==> src/hw/rtl/uer_pkg.sv <==
`default_nettype none

package uer_pkg;

    localparam int TICK_W     = 20;
    localparam int TRIG_W     = 8;
    localparam int UPC_W      = 8;
    localparam int DIST_W     = 16;
    localparam int DIVD_W     = TICK_W + 4;
    localparam int DIV_CNT_W  = $clog2(DIVD_W);
    localparam int CFG_ADDR_W = 2;
    localparam int CFG_DATA_W = 20;

    localparam logic [TRIG_W-1:0] RST_TRIG_WIDTH = 8'd10;
    localparam logic [TICK_W-1:0] RST_TIMEOUT    = 20'd100000;
    localparam logic [UPC_W-1:0]  RST_US_PER_CM  = 8'd50;

    typedef enum logic [CFG_ADDR_W-1:0] {
        REG_TRIG_WIDTH = 2'd0,
        REG_TIMEOUT    = 2'd1,
        REG_US_PER_CM  = 2'd2
    } t_reg_addr;

    typedef enum logic [1:0] {
        ST_OK       = 2'd0,
        ST_NO_RISE  = 2'd1,
        ST_TOO_LONG = 2'd2,
        ST_BUSY     = 2'd3
    } t_status;

    typedef enum logic [1:0] {
        PH_IDLE = 2'd0,
        PH_TRIG = 2'd1,
        PH_WAIT = 2'd2,
        PH_MEAS = 2'd3
    } t_phase;

    typedef enum logic {
        SQ_TAKE = 1'b0,
        SQ_DIV  = 1'b1
    } t_seq;

endpackage

`default_nettype wire

==> src/hw/rtl/uer_ifs.sv <==
`default_nettype none

interface uer_in_if;
    logic valid;
    logic ready;
    logic start_req;
    logic echo_level;

    modport source (output valid, output start_req, output echo_level, input ready);
    modport sink   (input valid, input start_req, input echo_level, output ready);
endinterface

interface uer_out_if;
    logic                        valid;
    logic                        ready;
    logic                        trigger_level;
    logic                        busy_res;
    logic                        done_res;
    logic [1:0]                  status;
    logic [uer_pkg::TICK_W-1:0]  echo_time_us;
    logic [uer_pkg::DIST_W-1:0]  distance;

    modport source (output valid, output trigger_level, output busy_res, output done_res,
                    output status, output echo_time_us, output distance, input ready);
    modport sink   (input valid, input trigger_level, input busy_res, input done_res,
                    input status, input echo_time_us, input distance, output ready);
endinterface

interface uer_cfg_if;
    logic                            valid;
    logic                            ready;
    logic [uer_pkg::CFG_ADDR_W-1:0]  addr;
    logic [uer_pkg::CFG_DATA_W-1:0]  data;

    modport source (output valid, output addr, output data, input ready);
    modport sink   (input valid, input addr, input data, output ready);
endinterface

`default_nettype wire

==> src/hw/rtl/ultrasonic_echo_ranger.sv <==
`default_nettype none

// Ultrasonic echo ranger: each input transfer is one microsecond tick carrying a start
// request and the sampled echo level, and each yields exactly one output transfer. A start
// gives one trigger-low tick, then trigger_width_us ticks with the trigger high (zero acts
// as one), then a wait for the echo to rise and a measurement of its high width, both
// bounded by timeout_us. An echo fall reports the width and the distance in 1/16 cm,
// floor(width*16/us_per_cm), saturated to 65535 (also for us_per_cm of zero). A start
// while busy is refused with status busy unless the measurement ends on that tick.
// Rate: a tick that does not end a measurement successfully is registered straight into the
// output, and the next tick is taken in the following cycle as long as the output register
// drains. A tick that ends with status ok runs the distance through a bit-serial divider, one
// quotient bit per cycle over a 24-bit dividend, and no further tick is taken until that
// result appears in the output register. Configuration writes are always accepted and should
// only be made while no tick is outstanding.
module ultrasonic_echo_ranger (
    input  wire logic  i_clk,
    input  wire logic  i_rst_n,
    uer_in_if.sink     i_in,
    uer_out_if.source  o_out,
    uer_cfg_if.sink    i_cfg
);

    // configuration registers
    logic [uer_pkg::TRIG_W-1:0]  r_trig_width, n_trig_width;
    logic [uer_pkg::TICK_W-1:0]  r_timeout, n_timeout;
    logic [uer_pkg::UPC_W-1:0]   r_us_per_cm, n_us_per_cm;

    // measurement state
    uer_pkg::t_phase             r_phase, n_phase;
    logic [uer_pkg::TICK_W-1:0]  r_tick, n_tick;

    // sequencer
    uer_pkg::t_seq               r_seq, n_seq;

    // output register
    logic                        r_out_vld, n_out_vld;
    logic                        r_trig, n_trig;
    logic                        r_busy, n_busy;
    logic                        r_done, n_done;
    uer_pkg::t_status            r_status, n_status;
    logic [uer_pkg::TICK_W-1:0]  r_etime, n_etime;
    logic [uer_pkg::DIST_W-1:0]  r_dist, n_dist;

    // tick step results
    logic                        s_trig;
    logic                        s_done;
    uer_pkg::t_status            s_status;
    logic [uer_pkg::TICK_W-1:0]  s_etime;
    logic                        s_need_div;
    uer_pkg::t_phase             s_phase;
    logic [uer_pkg::TICK_W-1:0]  s_tick;
    logic [uer_pkg::TICK_W-1:0]  w_inc;

    logic                        w_in_acc;
    logic                        w_cfg_acc;
    logic                        w_div_start;
    logic                        w_div_done;
    logic [uer_pkg::DIST_W-1:0]  w_div_quot;

    // ------------------------------------------------------------------
    // Configuration port: always ready, decode the index, ignore unknown ones
    // ------------------------------------------------------------------
    assign i_cfg.ready = 1'b1;
    assign w_cfg_acc   = i_cfg.valid && i_cfg.ready;

    always_comb begin
        n_trig_width = r_trig_width;
        n_timeout    = r_timeout;
        n_us_per_cm  = r_us_per_cm;
        if (w_cfg_acc) begin
            unique case (i_cfg.addr)
                uer_pkg::REG_TRIG_WIDTH: n_trig_width = i_cfg.data[uer_pkg::TRIG_W-1:0];
                uer_pkg::REG_TIMEOUT:    n_timeout    = i_cfg.data[uer_pkg::TICK_W-1:0];
                uer_pkg::REG_US_PER_CM:  n_us_per_cm  = i_cfg.data[uer_pkg::UPC_W-1:0];
                default: ;
            endcase
        end
    end

    // ------------------------------------------------------------------
    // One tick of the ranging phase machine
    // ------------------------------------------------------------------
    assign w_inc = r_tick + 1'b1;

    always_comb begin
        s_trig     = 1'b0;
        s_done     = 1'b0;
        s_status   = uer_pkg::ST_OK;
        s_etime    = '0;
        s_need_div = 1'b0;
        s_phase    = r_phase;
        s_tick     = r_tick;

        unique case (r_phase)
            uer_pkg::PH_IDLE: begin
                // the start tick itself is the trigger-low tick
                if (i_in.start_req) begin
                    s_phase = uer_pkg::PH_TRIG;
                    s_tick  = '0;
                end
            end
            uer_pkg::PH_TRIG: begin
                s_trig = 1'b1;
                s_tick = w_inc;
                if (w_inc >= {{(uer_pkg::TICK_W-uer_pkg::TRIG_W){1'b0}}, r_trig_width}) begin
                    s_phase = uer_pkg::PH_WAIT;
                    s_tick  = '0;
                end
            end
            uer_pkg::PH_WAIT: begin
                if (i_in.echo_level) begin
                    s_phase = uer_pkg::PH_MEAS;
                    s_tick  = '0;
                end else begin
                    s_tick = w_inc;
                    if (w_inc >= r_timeout) begin
                        s_done   = 1'b1;
                        s_status = uer_pkg::ST_NO_RISE;
                        s_etime  = w_inc;
                        s_phase  = uer_pkg::PH_IDLE;
                        s_tick   = '0;
                    end
                end
            end
            uer_pkg::PH_MEAS: begin
                if (!i_in.echo_level) begin
                    // echo fell: report the width, distance follows from the divider
                    s_done     = 1'b1;
                    s_status   = uer_pkg::ST_OK;
                    s_etime    = r_tick;
                    s_need_div = 1'b1;
                    s_phase    = uer_pkg::PH_IDLE;
                    s_tick     = '0;
                end else begin
                    s_tick = w_inc;
                    if (w_inc >= r_timeout) begin
                        s_done   = 1'b1;
                        s_status = uer_pkg::ST_TOO_LONG;
                        s_etime  = w_inc;
                        s_phase  = uer_pkg::PH_IDLE;
                        s_tick   = '0;
                    end
                end
            end
            default: ;
        endcase

        // refuse a start while busy; an end on the same tick wins
        if ((r_phase != uer_pkg::PH_IDLE) && i_in.start_req && !s_done) begin
            s_done   = 1'b1;
            s_status = uer_pkg::ST_BUSY;
            s_etime  = '0;
        end
    end

    // ------------------------------------------------------------------
    // Sequencer: take ticks, park in SQ_DIV while the divider runs
    // ------------------------------------------------------------------
    assign i_in.ready  = (r_seq == uer_pkg::SQ_TAKE) && (!r_out_vld || o_out.ready);
    assign w_in_acc    = i_in.valid && i_in.ready;
    assign w_div_start = w_in_acc && s_need_div;

    always_comb begin
        n_seq     = r_seq;
        n_phase   = r_phase;
        n_tick    = r_tick;
        n_out_vld = r_out_vld;
        n_trig    = r_trig;
        n_busy    = r_busy;
        n_done    = r_done;
        n_status  = r_status;
        n_etime   = r_etime;
        n_dist    = r_dist;

        // drop the held result once its transfer completes
        if (r_out_vld && o_out.ready) begin
            n_out_vld = 1'b0;
        end

        unique case (r_seq)
            uer_pkg::SQ_TAKE: begin
                if (w_in_acc) begin
                    n_phase  = s_phase;
                    n_tick   = s_tick;
                    n_trig   = s_trig;
                    n_busy   = s_phase != uer_pkg::PH_IDLE;
                    n_done   = s_done;
                    n_status = s_status;
                    n_etime  = s_etime;
                    n_dist   = '0;
                    if (s_need_div) begin
                        n_seq = uer_pkg::SQ_DIV;
                    end else begin
                        n_out_vld = 1'b1;
                    end
                end
            end
            uer_pkg::SQ_DIV: begin
                // output register is empty here: it was drained when the tick was taken
                if (w_div_done) begin
                    n_dist    = w_div_quot;
                    n_out_vld = 1'b1;
                    n_seq     = uer_pkg::SQ_TAKE;
                end
            end
            default: n_seq = uer_pkg::SQ_TAKE;
        endcase
    end

    always_ff @(posedge i_clk) begin
        if (!i_rst_n) begin
            r_trig_width <= uer_pkg::RST_TRIG_WIDTH;
            r_timeout    <= uer_pkg::RST_TIMEOUT;
            r_us_per_cm  <= uer_pkg::RST_US_PER_CM;
            r_phase      <= uer_pkg::PH_IDLE;
            r_tick       <= '0;
            r_seq        <= uer_pkg::SQ_TAKE;
            r_out_vld    <= 1'b0;
        end else begin
            r_trig_width <= n_trig_width;
            r_timeout    <= n_timeout;
            r_us_per_cm  <= n_us_per_cm;
            r_phase      <= n_phase;
            r_tick       <= n_tick;
            r_seq        <= n_seq;
            r_out_vld    <= n_out_vld;
        end
    end

    // result payload, no reset needed
    always_ff @(posedge i_clk) begin
        r_trig   <= n_trig;
        r_busy   <= n_busy;
        r_done   <= n_done;
        r_status <= n_status;
        r_etime  <= n_etime;
        r_dist   <= n_dist;
    end

    // ------------------------------------------------------------------
    // Serial divider: width * 16 / us_per_cm
    // ------------------------------------------------------------------
    uer_div u_div (
        .i_clk      (i_clk),
        .i_rst_n    (i_rst_n),
        .i_start    (w_div_start),
        .i_dividend ({r_tick, 4'b0000}),
        .i_divisor  (r_us_per_cm),
        .o_done     (w_div_done),
        .o_quot     (w_div_quot)
    );

    assign o_out.valid         = r_out_vld;
    assign o_out.trigger_level = r_trig;
    assign o_out.busy_res      = r_busy;
    assign o_out.done_res      = r_done;
    assign o_out.status        = r_status;
    assign o_out.echo_time_us  = r_etime;
    assign o_out.distance      = r_dist;

endmodule

`default_nettype wire

==> src/hw/rtl/uer_div.sv <==
`default_nettype none

// Restoring divider, one quotient bit per cycle; quotient saturates to DIST_W bits.
module uer_div (
    input  wire logic                        i_clk,
    input  wire logic                        i_rst_n,
    input  wire logic                        i_start,
    input  wire logic [uer_pkg::DIVD_W-1:0]  i_dividend,
    input  wire logic [uer_pkg::UPC_W-1:0]   i_divisor,
    output logic                             o_done,
    output logic [uer_pkg::DIST_W-1:0]       o_quot
);

    localparam logic [uer_pkg::DIV_CNT_W-1:0] LAST_STEP =
        uer_pkg::DIV_CNT_W'(uer_pkg::DIVD_W - 1);

    logic                            r_busy, n_busy;
    logic                            r_done, n_done;
    logic [uer_pkg::DIV_CNT_W-1:0]   r_cnt, n_cnt;
    logic [uer_pkg::UPC_W-1:0]       r_rem, n_rem;
    logic [uer_pkg::DIVD_W-1:0]      r_quo, n_quo;
    logic [uer_pkg::UPC_W-1:0]       r_divisor, n_divisor;

    logic [uer_pkg::UPC_W:0]         w_shift;
    logic [uer_pkg::UPC_W:0]         w_diff;
    logic                            w_qbit;

    always_comb begin
        // a zero divisor gives all ones, which saturates like an overflow
        w_shift = {r_rem, r_quo[uer_pkg::DIVD_W-1]};
        w_diff  = w_shift - {1'b0, r_divisor};
        w_qbit  = w_shift >= {1'b0, r_divisor};

        n_busy    = r_busy;
        n_done    = 1'b0;
        n_cnt     = r_cnt;
        n_rem     = r_rem;
        n_quo     = r_quo;
        n_divisor = r_divisor;

        if (i_start) begin
            n_busy    = 1'b1;
            n_cnt     = '0;
            n_rem     = '0;
            n_quo     = i_dividend;
            n_divisor = i_divisor;
        end else if (r_busy) begin
            n_rem = w_qbit ? w_diff[uer_pkg::UPC_W-1:0] : w_shift[uer_pkg::UPC_W-1:0];
            n_quo = {r_quo[uer_pkg::DIVD_W-2:0], w_qbit};
            n_cnt = r_cnt + 1'b1;
            if (r_cnt == LAST_STEP) begin
                n_busy = 1'b0;
                n_done = 1'b1;
            end
        end
    end

    always_ff @(posedge i_clk) begin
        if (!i_rst_n) begin
            r_busy <= 1'b0;
            r_done <= 1'b0;
            r_cnt  <= '0;
        end else begin
            r_busy <= n_busy;
            r_done <= n_done;
            r_cnt  <= n_cnt;
        end
    end

    always_ff @(posedge i_clk) begin
        r_rem     <= n_rem;
        r_quo     <= n_quo;
        r_divisor <= n_divisor;
    end

    assign o_done = r_done;
    assign o_quot = (|r_quo[uer_pkg::DIVD_W-1:uer_pkg::DIST_W]) ? '1
                                                                : r_quo[uer_pkg::DIST_W-1:0];

endmodule

`default_nettype wire

==> src/flat_wrapper.sv <==
// flat-port wrapper written by rule: the top's interface ports become plain ports
module ultrasonic_echo_ranger_flat 
  (i_clk, i_rst_n, i_in_valid, i_in_start_req, i_in_echo_level, i_in_ready, o_out_valid, o_out_trigger_level, o_out_busy_res, o_out_done_res, o_out_status, o_out_echo_time_us, o_out_distance, o_out_ready, i_cfg_valid, i_cfg_addr, i_cfg_data, i_cfg_ready);
  uer_in_if i_in_i ();
  uer_out_if o_out_i ();
  uer_cfg_if i_cfg_i ();
  input  wire logic i_clk;
  input  wire logic i_rst_n;
  input wire logic [$bits(i_in_i.valid)-1:0] i_in_valid;
  input wire logic [$bits(i_in_i.start_req)-1:0] i_in_start_req;
  input wire logic [$bits(i_in_i.echo_level)-1:0] i_in_echo_level;
  output wire logic [$bits(i_in_i.ready)-1:0] i_in_ready;
  output wire logic [$bits(o_out_i.valid)-1:0] o_out_valid;
  output wire logic [$bits(o_out_i.trigger_level)-1:0] o_out_trigger_level;
  output wire logic [$bits(o_out_i.busy_res)-1:0] o_out_busy_res;
  output wire logic [$bits(o_out_i.done_res)-1:0] o_out_done_res;
  output wire logic [$bits(o_out_i.status)-1:0] o_out_status;
  output wire logic [$bits(o_out_i.echo_time_us)-1:0] o_out_echo_time_us;
  output wire logic [$bits(o_out_i.distance)-1:0] o_out_distance;
  input wire logic [$bits(o_out_i.ready)-1:0] o_out_ready;
  input wire logic [$bits(i_cfg_i.valid)-1:0] i_cfg_valid;
  input wire logic [$bits(i_cfg_i.addr)-1:0] i_cfg_addr;
  input wire logic [$bits(i_cfg_i.data)-1:0] i_cfg_data;
  output wire logic [$bits(i_cfg_i.ready)-1:0] i_cfg_ready;
  assign i_in_i.valid = i_in_valid;
  assign i_in_i.start_req = i_in_start_req;
  assign i_in_i.echo_level = i_in_echo_level;
  assign i_in_ready = i_in_i.ready;
  assign o_out_valid = o_out_i.valid;
  assign o_out_trigger_level = o_out_i.trigger_level;
  assign o_out_busy_res = o_out_i.busy_res;
  assign o_out_done_res = o_out_i.done_res;
  assign o_out_status = o_out_i.status;
  assign o_out_echo_time_us = o_out_i.echo_time_us;
  assign o_out_distance = o_out_i.distance;
  assign o_out_i.ready = o_out_ready;
  assign i_cfg_i.valid = i_cfg_valid;
  assign i_cfg_i.addr = i_cfg_addr;
  assign i_cfg_i.data = i_cfg_data;
  assign i_cfg_ready = i_cfg_i.ready;
  ultrasonic_echo_ranger u_core (.i_clk(i_clk), .i_rst_n(i_rst_n), .i_in(i_in_i), .o_out(o_out_i), .i_cfg(i_cfg_i));
endmodule
==> config.mk <==
export PLATFORM = sky130hd
export DESIGN_NAME = ultrasonic_echo_ranger_flat
export DESIGN_NICKNAME = d
export VERILOG_FILES = /design/src/hw/rtl/uer_pkg.sv /design/src/hw/rtl/uer_ifs.sv /design/src/hw/rtl/ultrasonic_echo_ranger.sv /design/src/hw/rtl/uer_div.sv /design/src/flat_wrapper.sv
export SDC_FILE = /design/constraint.sdc
export NUM_CORES = 1
export LEC_CHECK = 0
export BUFFER_PORTS_ARGS = -buffer_cell sky130_fd_sc_hd__clkbuf_2
export CAP_MARGIN = 25
export CORE_ASPECT_RATIO = 1.5
export CORE_MARGIN = 2
export CORE_UTILIZATION = 52
export CTS_CLUSTER_DIAMETER = 60
export DETAILED_ROUTE_END_ITERATION = 8
export PLACE_DENSITY = 0.78
export RECOVER_POWER = 100
export REMOVE_ABC_BUFFERS = 1
export SLEW_MARGIN = 20
export SYNTH_ARGS = -nofsm -noshare
export SYNTH_HDL_FRONTEND = slang
export SYNTH_HIERARCHICAL = 1
export SYNTH_SLANG_ARGS = --single-unit
==> constraint.sdc <==
create_clock -name i_clk -period 5.8 [get_ports i_clk]
set_input_delay 1.16 -clock i_clk [delete_from_list [all_inputs] [get_ports i_clk]]
set_output_delay 1.16 -clock i_clk [all_outputs]
set_load 0.01 [all_outputs]
# After elaboration in Yosys (flattened, before gate mapping)
# Index checks and enable logic that the tools add are counted.
# op_classes
addsub	3
mul	0
div	0
n_lt_le_gt_ge	3
eq_ne	9
n_shift	0
mux	48
n_bitwise	3
n_reduce_logical	23
# op_table
cell	count
$mux W20	8
$pmux W20 S4	1
$mux W16	3
$mux W24	2
$pmux W20 S2	1
$pmux W16 S2	1
$add A20 B1 Y20 const B	1
$ge A20 B20 Y1	1
$ge A20 B8 Y1	1
$mux W1	18
$mux W2	8
$reduce_and A2 Y1	5
$ge A9 B8 Y1	1
$mux W8	1
$pmux W2 S4	1
$reduce_or A8 Y1	1
$sub A8 B8 Y8	1
$eq A2 B2 Y1 const B	3
$logic_and A1 B1 Y1	6
$pmux W1 S2	3
$reduce_bool A2 Y1	3
$add A5 B1 Y5 const B	1
$eq A5 B5 Y1 const B	1
$eq A2 B1 Y1 const B	2
other kinds (10)	15
# totals
ff_bits	148
latchBits	0
ram_bits	0
romBits	0
inputBits	29
output_inout_bits	44
word_cells	109
mem_count	0

# Logic depth before layout (Yosys ltp)
# Gate-level depths: netlist of the first run.
# depth
ltp_word	7
mapped_depth	16
depth_no_buf	16

# Modules after synthesis
# The synthesis of the first run kept the hierarchy.
# by_module_without_submodules
mod	n_inst	cells_each	area_per_inst_um2	seq_area_each_um2
ultrasonic_echo_ranger	1	604	5385.2	2432.3
uer_div	1	201	2431.1	1261.2

# Least setup slack after synthesis of the first run
# No wires, ideal clock.
# synth_path
path_type	register to register
from	register u_core/r_tick[0] (netlist bit)
to	register u_core.r_done, in the netlist u_core/o_out.done_res, data pin
setup_ps	256
t_arrival_ps	4081
required_ps	5544
path_slack_ps	1463
path_stages_with_launch	15
path_buffers	0
synth_period_minus_slack_ps	4337
path_cell_list	dfxtp_1 ha_1 nand2_1 nor4_1 xnor2_1 inv_1 ha_1 a21oi_1 or3b_2 a32o_1 a2111oi_0 nand2_1 maj3_1 nand2_1 nand2_1
# synth_between
elab_chain_cells	7
word_cells_on_any_way	8
cone_classes	add/sub (1); order compare (1); mux (4); reduce/logical (2)
# synth_lines
item	line	source
start: declaration	ultrasonic_echo_ranger.sv:31	logic [uer_pkg::TICK_W-1:0] r_tick, n_tick;
start signal: assignment	ultrasonic_echo_ranger.sv:225	r_tick <= n_tick;
$add A20 B1 Y20 (*)	ultrasonic_echo_ranger.sv:84	assign w_inc = r_tick + 1'b1;
$ge A20 B20 Y1 (*)	ultrasonic_echo_ranger.sv:117, ultrasonic_echo_ranger.sv:137	
$mux W1 (*)	ultrasonic_echo_ranger.sv:117, ultrasonic_echo_ranger.sv:137	
$mux W1, on equally long branches	ultrasonic_echo_ranger.sv:127, ultrasonic_echo_ranger.sv:112	
$pmux W1 S2 (*)	ultrasonic_echo_ranger.sv:95	unique case (r_phase)
$logic_not A1 Y1	ultrasonic_echo_ranger.sv:150	if ((r_phase != uer_pkg::PH_IDLE) && i_in.start_req && !s_done) begin
$logic_and A1 B1 Y1	ultrasonic_echo_ranger.sv:150	
end signal: assignment	ultrasonic_echo_ranger.sv:235	r_done <= n_done;
end: declaration	ultrasonic_echo_ranger.sv:40	logic r_done, n_done;
# Mark *: on every way between the ends. The rest lies on a longest branch, timed or not.
# A chain may end at the register's enable or synchronous reset.

# Worst setup path in the final report of the first run
# layout_path
from	register u_core/r_tick[0] (netlist bit)
to	register u_core/r_tick[9] (netlist bit)
# layout_between
elab_chain_cells	5
word_cells_on_any_way	8
cone_classes	add/sub (1); order compare (2); mux (5)
# layout_lines
item	line
$add A20 B1 Y20 (*)	ultrasonic_echo_ranger.sv:84
$ge A20 B20 Y1	ultrasonic_echo_ranger.sv:117, ultrasonic_echo_ranger.sv:137
$mux W20	ultrasonic_echo_ranger.sv:117, ultrasonic_echo_ranger.sv:137
$mux W20, on equally long branches	ultrasonic_echo_ranger.sv:127, ultrasonic_echo_ranger.sv:112
$pmux W20 S4 (*)	ultrasonic_echo_ranger.sv:95
# Marked as above.

==> impl_metrics.prom, run 1 <==
# TYPE chip_impl_metric gauge
chip_impl_metric{name="clock_tree.htree_level_count",unit=""} 4
chip_impl_metric{name="worst_path_largest_cell_delay",unit="ns"} 0.79
chip_impl_metric{name="gr-usage-all-layers",unit="%"} 22.2
chip_impl_metric{name="first_pass_grt_wire_length",unit="mm"} 28.3
chip_impl_metric{name="final_worst_path_period_need",unit="ns"} 5.40
chip_impl_info{name="holdCritPathClass",value="reg2reg"} 1
chip_impl_metric{name="clock_sink_count",unit=""} 148
chip_impl_metric{name="maxSlewViolCount",unit=""} 102
chip_impl_metric{name="clock_skews",unit="ns"} 0.00886
chip_impl_metric{name="post_route_cells_drive_above_1_share",unit="%"} 14.0
chip_impl_metric{name="chipHeight",unit="um"} 154
chip_impl_metric{name="cts-buffers-inserted",unit=""} 17
chip_impl_metric{name="leakage",unit="nW"} 3.52
chip_impl_metric{name="synth.cell_area",unit="mm2"} 0.00782
chip_impl_metric{name="seq_area_frac_synth",unit="%"} 47.3
chip_impl_info{name="outcome",value="finished, violations left"} 1
chip_impl_info{name="synth_top_flop_cell",value="sky130_fd_sc_hd__dfxtp_1"} 1
chip_impl_metric{name="start_util",unit="%"} 53.6
chip_impl_metric{name="yosys.cell_types.count",unit=""} 79
chip_impl_metric{name="area_fraction_in_compound_gates_after_synthesis",unit="%"} 14.1
chip_impl_metric{name="syn_to_final_growth",unit="%"} 12.6
chip_impl_metric{name="postSynthRegisterBits",unit=""} 148
chip_impl_metric{name="antenna_violations_before_repair",unit=""} 0
chip_impl_metric{name="viasPerCell",unit=""} 5.60
chip_impl_metric{name="postSynthCellCount",unit=""} 805
chip_impl_metric{name="synth.avg_cell_area",unit="um2"} 9.71
chip_impl_metric{name="drt-wirelength-per-cell",unit="um"} 16.1
chip_impl_info{name="crit_path_cell_trace",value="ha_1, nand2_1, nor4_1, xnor2_1, inv_1, ha_1, a21oi_1, or3b_2, a32o_1, a2111o_2, nor4_1, o311ai_4, nor4_1, a21o_1"} 1
chip_impl_metric{name="final_nets",unit=""} 933
chip_impl_metric{name="post-place-ws",unit="ns"} 0.720
chip_impl_metric{name="power_density",unit="mW/mm2"} 264
chip_impl_metric{name="cts.clk_slew.worst_paths",unit="ns"} 0.06
chip_impl_metric{name="floorplan.die_area",unit="mm2"} 0.0160
chip_impl_metric{name="critical_path_peak_fanout",unit=""} 19
chip_impl_metric{name="ioPinCount",unit=""} 73
chip_impl_metric{name="synthMuxAreaShare",unit="%"} 5.52
chip_impl_metric{name="finalHoldViolations",unit=""} 0
chip_impl_info{name="library_cell_occupying_the_most_area_in_the_post_synthesis_netlist",value="sky130_fd_sc_hd__edfxtp_1"} 1
chip_impl_metric{name="port-buffer-count",unit=""} 71
chip_impl_metric{name="cts_hold_fix_bufs",unit=""} 0
chip_impl_metric{name="drt_first_iter_violations",unit=""} 504
chip_impl_metric{name="dr.pass1.iters",unit=""} 5
chip_impl_metric{name="cap_violations",unit=""} 3
chip_impl_info{name="worstSetupStartpointType",value="flip-flop"} 1
chip_impl_metric{name="grt_max_degree",unit=""} 40
chip_impl_info{name="violations_in_the_final_reports",value="max-capacitance violations, max-slew violations"} 1
chip_impl_metric{name="grt_overflow_total",unit=""} 0
chip_impl_metric{name="dp_hpwl",unit="mm"} 12.3
chip_impl_metric{name="async_reset_ff_share",unit="%"} 0
chip_impl_metric{name="count_of_cells_resized_by_post_cts_repair",unit=""} 0
chip_impl_metric{name="finalCritPeriodShare",unit="%"} 93.1
chip_impl_metric{name="ant_nets",unit=""} 0
chip_impl_metric{name="timing_worst_slew_pin_value",unit="ns"} 1.96
chip_impl_metric{name="worstSkewPairLatency",unit="ns"} 0.42
chip_impl_metric{name="synth_fa_ha_area_share",unit="%"} 5.99
chip_impl_metric{name="die_width",unit="um"} 104
chip_impl_metric{name="timing.final.setup_violations",unit=""} 0
chip_impl_metric{name="rows",unit=""} 54
chip_impl_info{name="final_common_cell",value="sky130_fd_sc_hd__nand2_1"} 1
chip_impl_metric{name="yosysWarningCount",unit=""} 6
chip_impl_info{name="path_delay_family",value="simple AND/OR/NAND/NOR gates"} 1
chip_impl_metric{name="antennaDiodeCount",unit=""} 0
chip_impl_info{name="endpoint_kind",value="flip-flop"} 1
chip_impl_metric{name="required",unit="ns"} 6.16
chip_impl_metric{name="worstPathArrival",unit="ns"} 5.76
chip_impl_info{name="setup.worst_path.class",value="reg2reg"} 1
chip_impl_info{name="synth_top_family_by_area",value="simple AND/OR/NAND/NOR gates"} 1
chip_impl_info{name="layout.cells.most_common_list",value="108 x sky130_fd_sc_hd__nand2_1, 75 x sky130_fd_sc_hd__dfxtp_1, 73 x sky130_fd_sc_hd__edfxtp_1, 59 x sky130_fd_sc_hd__inv_1, 56 x sky130_fd_sc_hd__nor2_1"} 1
chip_impl_metric{name="post-route-cell-area",unit="mm2"} 0.00880
chip_impl_metric{name="grt_pass1_vias",unit=""} 5691
chip_impl_info{name="cts_tree",value="built"} 1
chip_impl_metric{name="tns",unit="ns"} 0
chip_impl_metric{name="synth_xor_xnor_area_share",unit="%"} 2.75
chip_impl_info{name="post_synth_main_area_contributors",value="sky130_fd_sc_hd__edfxtp_1 28%, sky130_fd_sc_hd__dfxtp_1 19%, sky130_fd_sc_hd__ha_1 5.6%"} 1
chip_impl_metric{name="routed-via-count",unit=""} 6028
chip_impl_metric{name="drc",unit=""} 0
chip_impl_metric{name="cts.repair_timing.setup_buffer_count",unit=""} 0
chip_impl_metric{name="synth.top_cell.area_share",unit="%"} 28.0
chip_impl_info{name="crit_slowest_cell",value="sky130_fd_sc_hd__nor4_1"} 1
chip_impl_metric{name="max-slew-margin-rel",unit="%"} -30.6
chip_impl_info{name="ctsRootBufferMaster",value="sky130_fd_sc_hd__clkbuf_16"} 1
chip_impl_metric{name="vdd_drop_max",unit="V"} 0.000164
chip_impl_metric{name="placed_cell_area",unit="mm2"} 0.00830
chip_impl_metric{name="synthSimpleGateAreaFrac",unit="%"} 19.1
chip_impl_info{name="critical-path-top-cell-by-count",value="sky130_fd_sc_hd__nor4_1"} 1
chip_impl_metric{name="postLayoutSetupSlackWorst",unit="ns"} 0.402
chip_impl_metric{name="crit_buf_inv",unit=""} 1
chip_impl_info{name="grt_setup_unrepaired",value="no"} 1
chip_impl_metric{name="ctsLongestPathBuffers",unit=""} 2
chip_impl_metric{name="synth-edff-count",unit=""} 73
chip_impl_metric{name="fmax",unit="MHz"} 185
chip_impl_metric{name="placer_congestion",unit=""} 0.928
chip_impl_metric{name="core",unit="mm2"} 0.0146
chip_impl_metric{name="total_wirelength",unit="mm"} 17.3
sequential cells by signal, indices dropped and copies added, names as in the netlist, 2 cells and up:
| signal | flops |
|---|---|
| u_core/u_div/r_quo | 24 |
| u_core/o_out.echo_time_us | 20 |
| u_core/r_tick | 20 |
| u_core/r_timeout | 20 |
| u_core/o_out.distance | 16 |
| u_core/r_trig_width | 8 |
| u_core/r_us_per_cm | 8 |
| u_core/u_div/r_divisor | 8 |
| u_core/u_div/r_rem | 8 |
| u_core/u_div/r_cnt | 5 |
| u_core/o_out.status | 2 |
| u_core/r_phase | 2 |
per-stage QoR:
stage          hold WS [ns]  utilization, %  instances  power, mW
2_1_floorplan         0.408               -        770       1.21
3_3_place_gp          0.416            56.9       1044       1.27
3_5_place_dp          0.418            56.9       1044       1.27
4_1_cts               0.434            60.9       1076       2.35
5_1_grt               0.460            60.3       1077       2.40
6_report              0.435            60.3       1077       2.33
report_power, final:
| part | switching (mW) | internal (mW) |
|---|---|---|
| Combinational | 0.0759 | 0.0378 |
| Clock | 0.471 | 0.612 |
| Sequential | 0.0116 | 1.12 |
| Total | 0.559 | 1.77 |
cells in the mapped netlist (5+ instances only):
cell type,instances
sky130_fd_sc_hd__nand2_1,108
sky130_fd_sc_hd__dfxtp_1,75
sky130_fd_sc_hd__edfxtp_1,73
sky130_fd_sc_hd__inv_1,59
sky130_fd_sc_hd__nor2_1,57
sky130_fd_sc_hd__a21oi_1,48
sky130_fd_sc_hd__ha_1,35
sky130_fd_sc_hd__o21ai_0,27
sky130_fd_sc_hd__clkbuf_1,26
sky130_fd_sc_hd__mux2_2,25
sky130_fd_sc_hd__and2_1,19
sky130_fd_sc_hd__or2_2,17
sky130_fd_sc_hd__mux2i_1,15
sky130_fd_sc_hd__nand3_1,15
sky130_fd_sc_hd__xor2_1,13
sky130_fd_sc_hd__a21o_1,12
sky130_fd_sc_hd__o211ai_1,12
sky130_fd_sc_hd__o21ai_1,12
sky130_fd_sc_hd__nand2b_1,11
sky130_fd_sc_hd__nor3_1,11
sky130_fd_sc_hd__xnor2_1,9
sky130_fd_sc_hd__nor4_1,8
sky130_fd_sc_hd__and3_1,6
sky130_fd_sc_hd__o22ai_1,6
sky130_fd_sc_hd__nand3b_1,5
sky130_fd_sc_hd__nand4_1,5
sky130_fd_sc_hd__nor2b_1,5
sky130_fd_sc_hd__or3_1,5
area by class of cell:
| type | count | area (um2) |
|---|---|---|
| timing repair buffer | 79 | 335 |
| inverter | 59 | 221 |
| clock buffer | 17 | 425 |
| tap | 196 | 245 |
| fill | 1271 | 5790 |
| multi-input combinational | 563 | 3720 |
| sequential | 148 | 3690 |
| clock inverter | 15 | 160 |
kinds of logic after synthesis:
logic type      count (synthesis)
buf+inv                        97
xor+xnor                       23
compound gates                164
fa+ha+maj                      37
flops                         148
mux                            40
simple gates                  294
other cells                     2
worst paths after layout:
check | startpoint | cells after the start | endpoint | slack, ns
max | u_core/r_tick[0] | 14 | u_core/r_tick[9] | 0.40
min | u_core/r_us_per_cm[3] | 0 | u_core/u_div/r_divisor[3] | 0.44
max reg2reg | u_core/r_tick[0] | 14 | u_core/r_tick[9] | 0.40
min reg2reg | u_core/r_us_per_cm[3] | 0 | u_core/u_div/r_divisor[3] | 0.44
metal layers:
| layer | part of all wire (%) | wire [um] | GRT usage [%] | vias to the layer above |
|---|---|---|---|---|
| li1 | - | - | - | 2983 |
| met1 | 43 | 7380 | 27.6 | 2823 |
| met2 | 50 | 8710 | 38.7 | 198 |
| met3 | 5.3 | 908 | 3.90 | 24 |
| met4 | 1.7 | 291 | 7.66 | 0 |
| met5 | 0 | 0 | 0 | - |
No activity file was read; power rests on OpenSTA's default activity.
==> run 2, diff against run 1 <==
- MAX_ROUTING_LAYER: unset -> met4
- SYNTH_HIERARCHICAL: 1 -> unset
==> run 2 against run 1 <==
Against the previous run:
- the run still ends with max-capacitance violations, max-slew violations left
- worst setup slack improved by 0.45 ns
- register-to-register slack improved by 0.45 ns
- via count shrank 0.60%
- synthesized cell count decreased by 0.75%
- critical path depth stayed put
- clock skew barely moved
- utilization fell by 0.90 points
- area after synthesis shrank 2.1%
- hold slack is essentially flat
- sequential share of layout area up 0.57 points
- cell count shrank 2.4%
==> impl_metrics.prom, run 2 <==
# TYPE chip_impl_metric gauge
chip_impl_info{name="outcome",value="finished, violations left"} 1
chip_impl_info{name="violations_in_the_final_reports",value="max-capacitance violations, max-slew violations"} 1
chip_impl_metric{name="worstPathArrival",unit="ns"} 5.20
chip_impl_metric{name="met2WireLength",unit="mm"} 8.75
chip_impl_metric{name="yosysWarningCount",unit=""} 0
chip_impl_metric{name="cts_hold_fix_bufs",unit=""} 0
chip_impl_metric{name="synth.cell_area",unit="mm2"} 0.00765
chip_impl_info{name="cts_tree",value="built"} 1
chip_impl_metric{name="worst_path_largest_cell_delay",unit="ns"} 0.88
chip_impl_info{name="grt_setup_unrepaired",value="no"} 1
chip_impl_metric{name="final_worst_path_period_need",unit="ns"} 4.95
chip_impl_metric{name="first_pass_grt_wire_length",unit="mm"} 27.9
chip_impl_metric{name="rows",unit=""} 54
chip_impl_metric{name="core",unit="mm2"} 0.0145
chip_impl_info{name="yosysMostFrequentCell",value="sky130_fd_sc_hd__nand2_1"} 1
chip_impl_metric{name="clock_tree.htree_level_count",unit=""} 4
chip_impl_info{name="crit_path_cell_trace",value="ha_1, nand3_1, nor3_1, xor2_1, ha_1, a21oi_1, a21boi_0, o211ai_1, o31a_1, a211oi_1, nor3_1, nor3b_4, inv_1, o21ai_1"} 1
chip_impl_info{name="library_cell_occupying_the_most_area_in_the_post_synthesis_netlist",value="sky130_fd_sc_hd__edfxtp_1"} 1
chip_impl_metric{name="timing.final.setup_violations",unit=""} 0
chip_impl_metric{name="vdd_drop_max",unit="V"} 0.000165
chip_impl_metric{name="gr-usage-all-layers",unit="%"} 23.3
chip_impl_metric{name="max-slew-margin-rel",unit="%"} -12.3
chip_impl_info{name="registers.top_by_ff_count",value="u_core.u_div.r_quo"} 1
chip_impl_metric{name="finalHoldViolations",unit=""} 0
chip_impl_info{name="hp-start",value="u_core.r_us_per_cm[4]"} 1
chip_impl_metric{name="tns",unit="ns"} 0
chip_impl_metric{name="seq_area_frac_synth",unit="%"} 47.7
chip_impl_metric{name="fmax",unit="MHz"} 202
chip_impl_metric{name="ant_nets",unit=""} 0
chip_impl_info{name="topRoutingLayerUsed",value="met4"} 1
chip_impl_metric{name="start_util",unit="%"} 52.9
chip_impl_info{name="ctsRootBufferMaster",value="sky130_fd_sc_hd__clkbuf_16"} 1
chip_impl_metric{name="drt-wirelength-per-cell",unit="um"} 16.4
chip_impl_metric{name="maxSlewViolCount",unit=""} 39
chip_impl_metric{name="fillerInstances",unit=""} 1323
chip_impl_info{name="timing.rr.start",value="u_core.r_tick[0]"} 1
chip_impl_metric{name="power_density",unit="mW/mm2"} 285
chip_impl_metric{name="worstSkewPairLatency",unit="ns"} 0.42
chip_impl_info{name="setup.worst_path.class",value="reg2reg"} 1
chip_impl_info{name="timing.critical_path.from",value="u_core.r_tick[0]"} 1
chip_impl_metric{name="critical_path_peak_fanout",unit=""} 23
chip_impl_metric{name="placer_congestion",unit=""} 0.900
chip_impl_metric{name="post_route_cells_drive_above_1_share",unit="%"} 8.77
chip_impl_metric{name="viasPerCell",unit=""} 5.70
chip_impl_info{name="netlist_top_cells_count",value="124 x sky130_fd_sc_hd__nand2_1, 79 x sky130_fd_sc_hd__dfxtp_1, 69 x sky130_fd_sc_hd__edfxtp_1"} 1
chip_impl_metric{name="die_width",unit="um"} 103
chip_impl_info{name="endpoint_kind",value="flip-flop"} 1
chip_impl_info{name="holdCritPathClass",value="reg2reg"} 1
chip_impl_metric{name="finalCritPeriodShare",unit="%"} 85.3
chip_impl_metric{name="floorplan.die_area",unit="mm2"} 0.0157
chip_impl_metric{name="wl_met3",unit="um"} 856
chip_impl_metric{name="cap_violations",unit=""} 1
chip_impl_metric{name="port-buffer-count",unit=""} 71
chip_impl_metric{name="postSynthRegisterBits",unit=""} 148
chip_impl_info{name="final_common_cell",value="sky130_fd_sc_hd__nand2_1"} 1
chip_impl_metric{name="r2r_setup_slack",unit="ns"} 0.85
chip_impl_metric{name="chipHeight",unit="um"} 153
chip_impl_info{name="worstSetupStartpointType",value="flip-flop"} 1
chip_impl_info{name="min_delay_worst_endpoint",value="u_core.u_div.r_divisor[4]"} 1
chip_impl_metric{name="final_nets",unit=""} 907
chip_impl_metric{name="antennaDiodeCount",unit=""} 0
chip_impl_metric{name="leakage",unit="nW"} 3.38
chip_impl_metric{name="worst-r2r-cell-count",unit=""} 14
chip_impl_metric{name="multi_input_area",unit="mm2"} 0.00357
chip_impl_metric{name="clock_sink_count",unit=""} 148
chip_impl_metric{name="drc",unit=""} 0
chip_impl_metric{name="number_of_flip_flops_under_the_largest_register_name",unit=""} 24
chip_impl_info{name="post_synth_main_area_contributors",value="sky130_fd_sc_hd__edfxtp_1 27%, sky130_fd_sc_hd__dfxtp_1 21%, sky130_fd_sc_hd__nand2_1 6.1%"} 1
chip_impl_metric{name="ioPinCount",unit=""} 73
chip_impl_metric{name="grt_overflow_total",unit=""} 0
chip_impl_metric{name="ctsLongestPathBuffers",unit=""} 2
chip_impl_metric{name="cts.clk_slew.worst_paths",unit="ns"} 0.06
chip_impl_metric{name="postSynthCellCount",unit=""} 799
chip_impl_metric{name="synth.avg_cell_area",unit="um2"} 9.58
chip_impl_metric{name="drt_first_iter_violations",unit=""} 526
chip_impl_metric{name="hold_path_depth",unit=""} 0
chip_impl_metric{name="count_of_cells_resized_by_post_cts_repair",unit=""} 0
chip_impl_info{name="synth_top_flop_cell",value="sky130_fd_sc_hd__dfxtp_1"} 1
chip_impl_metric{name="layout.area.seq",unit="mm2"} 0.00365
chip_impl_metric{name="dp_hpwl",unit="mm"} 12.0
chip_impl_metric{name="hold_slack",unit="ns"} 0.435
chip_impl_metric{name="cts-buffers-inserted",unit=""} 17
chip_impl_metric{name="m1WireLength",unit="mm"} 7.27
chip_impl_metric{name="dr.pass1.iters",unit=""} 5
chip_impl_metric{name="cts.repair_timing.setup_buffer_count",unit=""} 0
chip_impl_metric{name="synth-edff-count",unit=""} 69
chip_impl_info{name="crit_slowest_cell",value="sky130_fd_sc_hd__nor3b_4"} 1
chip_impl_metric{name="crit_buf_inv",unit=""} 1
chip_impl_metric{name="grt_max_degree",unit=""} 47
chip_impl_metric{name="timing_worst_slew_pin_value",unit="ns"} 1.68
chip_impl_metric{name="synth.top_cell.area_share",unit="%"} 27.1
chip_impl_metric{name="clock_skews",unit="ns"} 0.00857
chip_impl_metric{name="async_reset_ff_share",unit="%"} 0
chip_impl_metric{name="syn_to_final_growth",unit="%"} 12.2
chip_impl_info{name="layout.cells.most_common_list",value="124 x sky130_fd_sc_hd__nand2_1, 79 x sky130_fd_sc_hd__dfxtp_1, 69 x sky130_fd_sc_hd__edfxtp_1, 48 x sky130_fd_sc_hd__clkbuf_1, 45 x sky130_fd_sc_hd__inv_1"} 1
chip_impl_metric{name="yosys.cell_types.count",unit=""} 72
chip_impl_metric{name="routed-via-count",unit=""} 5992
chip_impl_metric{name="grt_pass1_vias",unit=""} 5597
chip_impl_metric{name="antenna_violations_before_repair",unit=""} 0
chip_impl_metric{name="total_wirelength",unit="mm"} 17.2
chip_impl_info{name="crit-reg2reg-capture",value="u_core.o_out.echo_time_us[0]"} 1
chip_impl_metric{name="required",unit="ns"} 6.05
chip_impl_info{name="path_delay_family",value="simple AND/OR/NAND/NOR gates"} 1
-- run 2: cell types whose count changed after synthesis, sizes merged, moves of 12 or more --
cell / delta
a21o: -12
nor2: -22
or2: -13
nand3: +17
o21a: +16
nand2: +16
inv: -14
a21oi: -13
mux2: -25
a31oi: +20
o21ai: -12
a21boi: +20
-- run 2: layer usage --
metal	GRT usage, %	vias to the layer above
li1	-	2954
met1	28.7	2829
met2	37.8	185
met3	4.63	24
met4	7.89	0
met5	-	-
-- run 2: worst reg2reg max path, cell delays in order, from the launching register on --
cell	delay, ns
sky130_fd_sc_hd__dfxtp_1	0.56
sky130_fd_sc_hd__ha_1	0.30
sky130_fd_sc_hd__nand3_1	0.32
sky130_fd_sc_hd__nor3_1	0.48
sky130_fd_sc_hd__xor2_1	0.39
sky130_fd_sc_hd__ha_1	0.22
sky130_fd_sc_hd__a21oi_1	0.09
sky130_fd_sc_hd__a21boi_0	0.19
sky130_fd_sc_hd__o211ai_1	0.11
sky130_fd_sc_hd__o31a_1	0.14
sky130_fd_sc_hd__a211oi_1	0.38
sky130_fd_sc_hd__nor3_1	0.26
sky130_fd_sc_hd__nor3b_4	0.88
sky130_fd_sc_hd__inv_1	0.22
sky130_fd_sc_hd__o21ai_1	0.23
-- run 2: worst max-delay path by stage --
stage,end,slack [ns],cells after the start
4_1_cts,u_core.o_out.echo_time_us[16],1.22,14
5_1_grt,u_core.o_out.echo_time_us[0],0.39,14
6_report,u_core.o_out.echo_time_us[0],0.85,14
3_5_place_dp,u_core.o_out.echo_time_us[16],1.25,14
2_1_floorplan,u_core.u_div.r_quo[10],1.81,5
3_3_place_gp,u_core.o_out.echo_time_us[16],1.30,14
-- run 2: cell type report --
type	instances	share of cell area, %
clock buffers	20	5.70
clock inverters	12	1.38
inverters	45	1.97
multi-input cells	552	41.6
flip-flops and latches	148	42.5
well taps	196	2.86
repair buffers	78	3.96
-- run 2: where the power goes --
part / total [mW] / internal [mW] / switching, mW
registers: 1.15 / 1.13 / 0.0220
logic: 0.202 / 0.0800 / 0.122
clock network: 1.10 / 0.658 / 0.443
-- run 2: kinds of logic (layout without fill, tap and decap cells) --
group / after synthesis / after routing / synth area share (%)
buffers and inverters: 99 / 155 / 5.39
muxes: 15 / 15 / 1.96
AOI/OAI and AO/OA: 186 / 186 / 16.7
DFF: 148 / 148 / 47.7
and+or+nand+nor: 286 / 286 / 18.9
other: 1 / 1 / 0.0490
xor gates and xnor gates: 27 / 27 / 3.09
adders and majority gates: 37 / 37 / 6.13
-- run 2: per-stage QoR --
stage | power, mW | instances | cell area [um2] | setup WS [ns] | util [%]
after CTS | 2.47 | 1051 | 8680 | 1.22 | 60.0
after floorplan | 1.30 | 745 | 7410 | 1.81 | -
after global routing | 2.54 | 1051 | 8590 | 0.385 | 59.4
after global placement | 1.37 | 1019 | 8070 | 1.30 | 55.8
final | 2.45 | 1051 | 8590 | 0.851 | 59.4
after detailed placement | 1.37 | 1019 | 8070 | 1.25 | 55.8
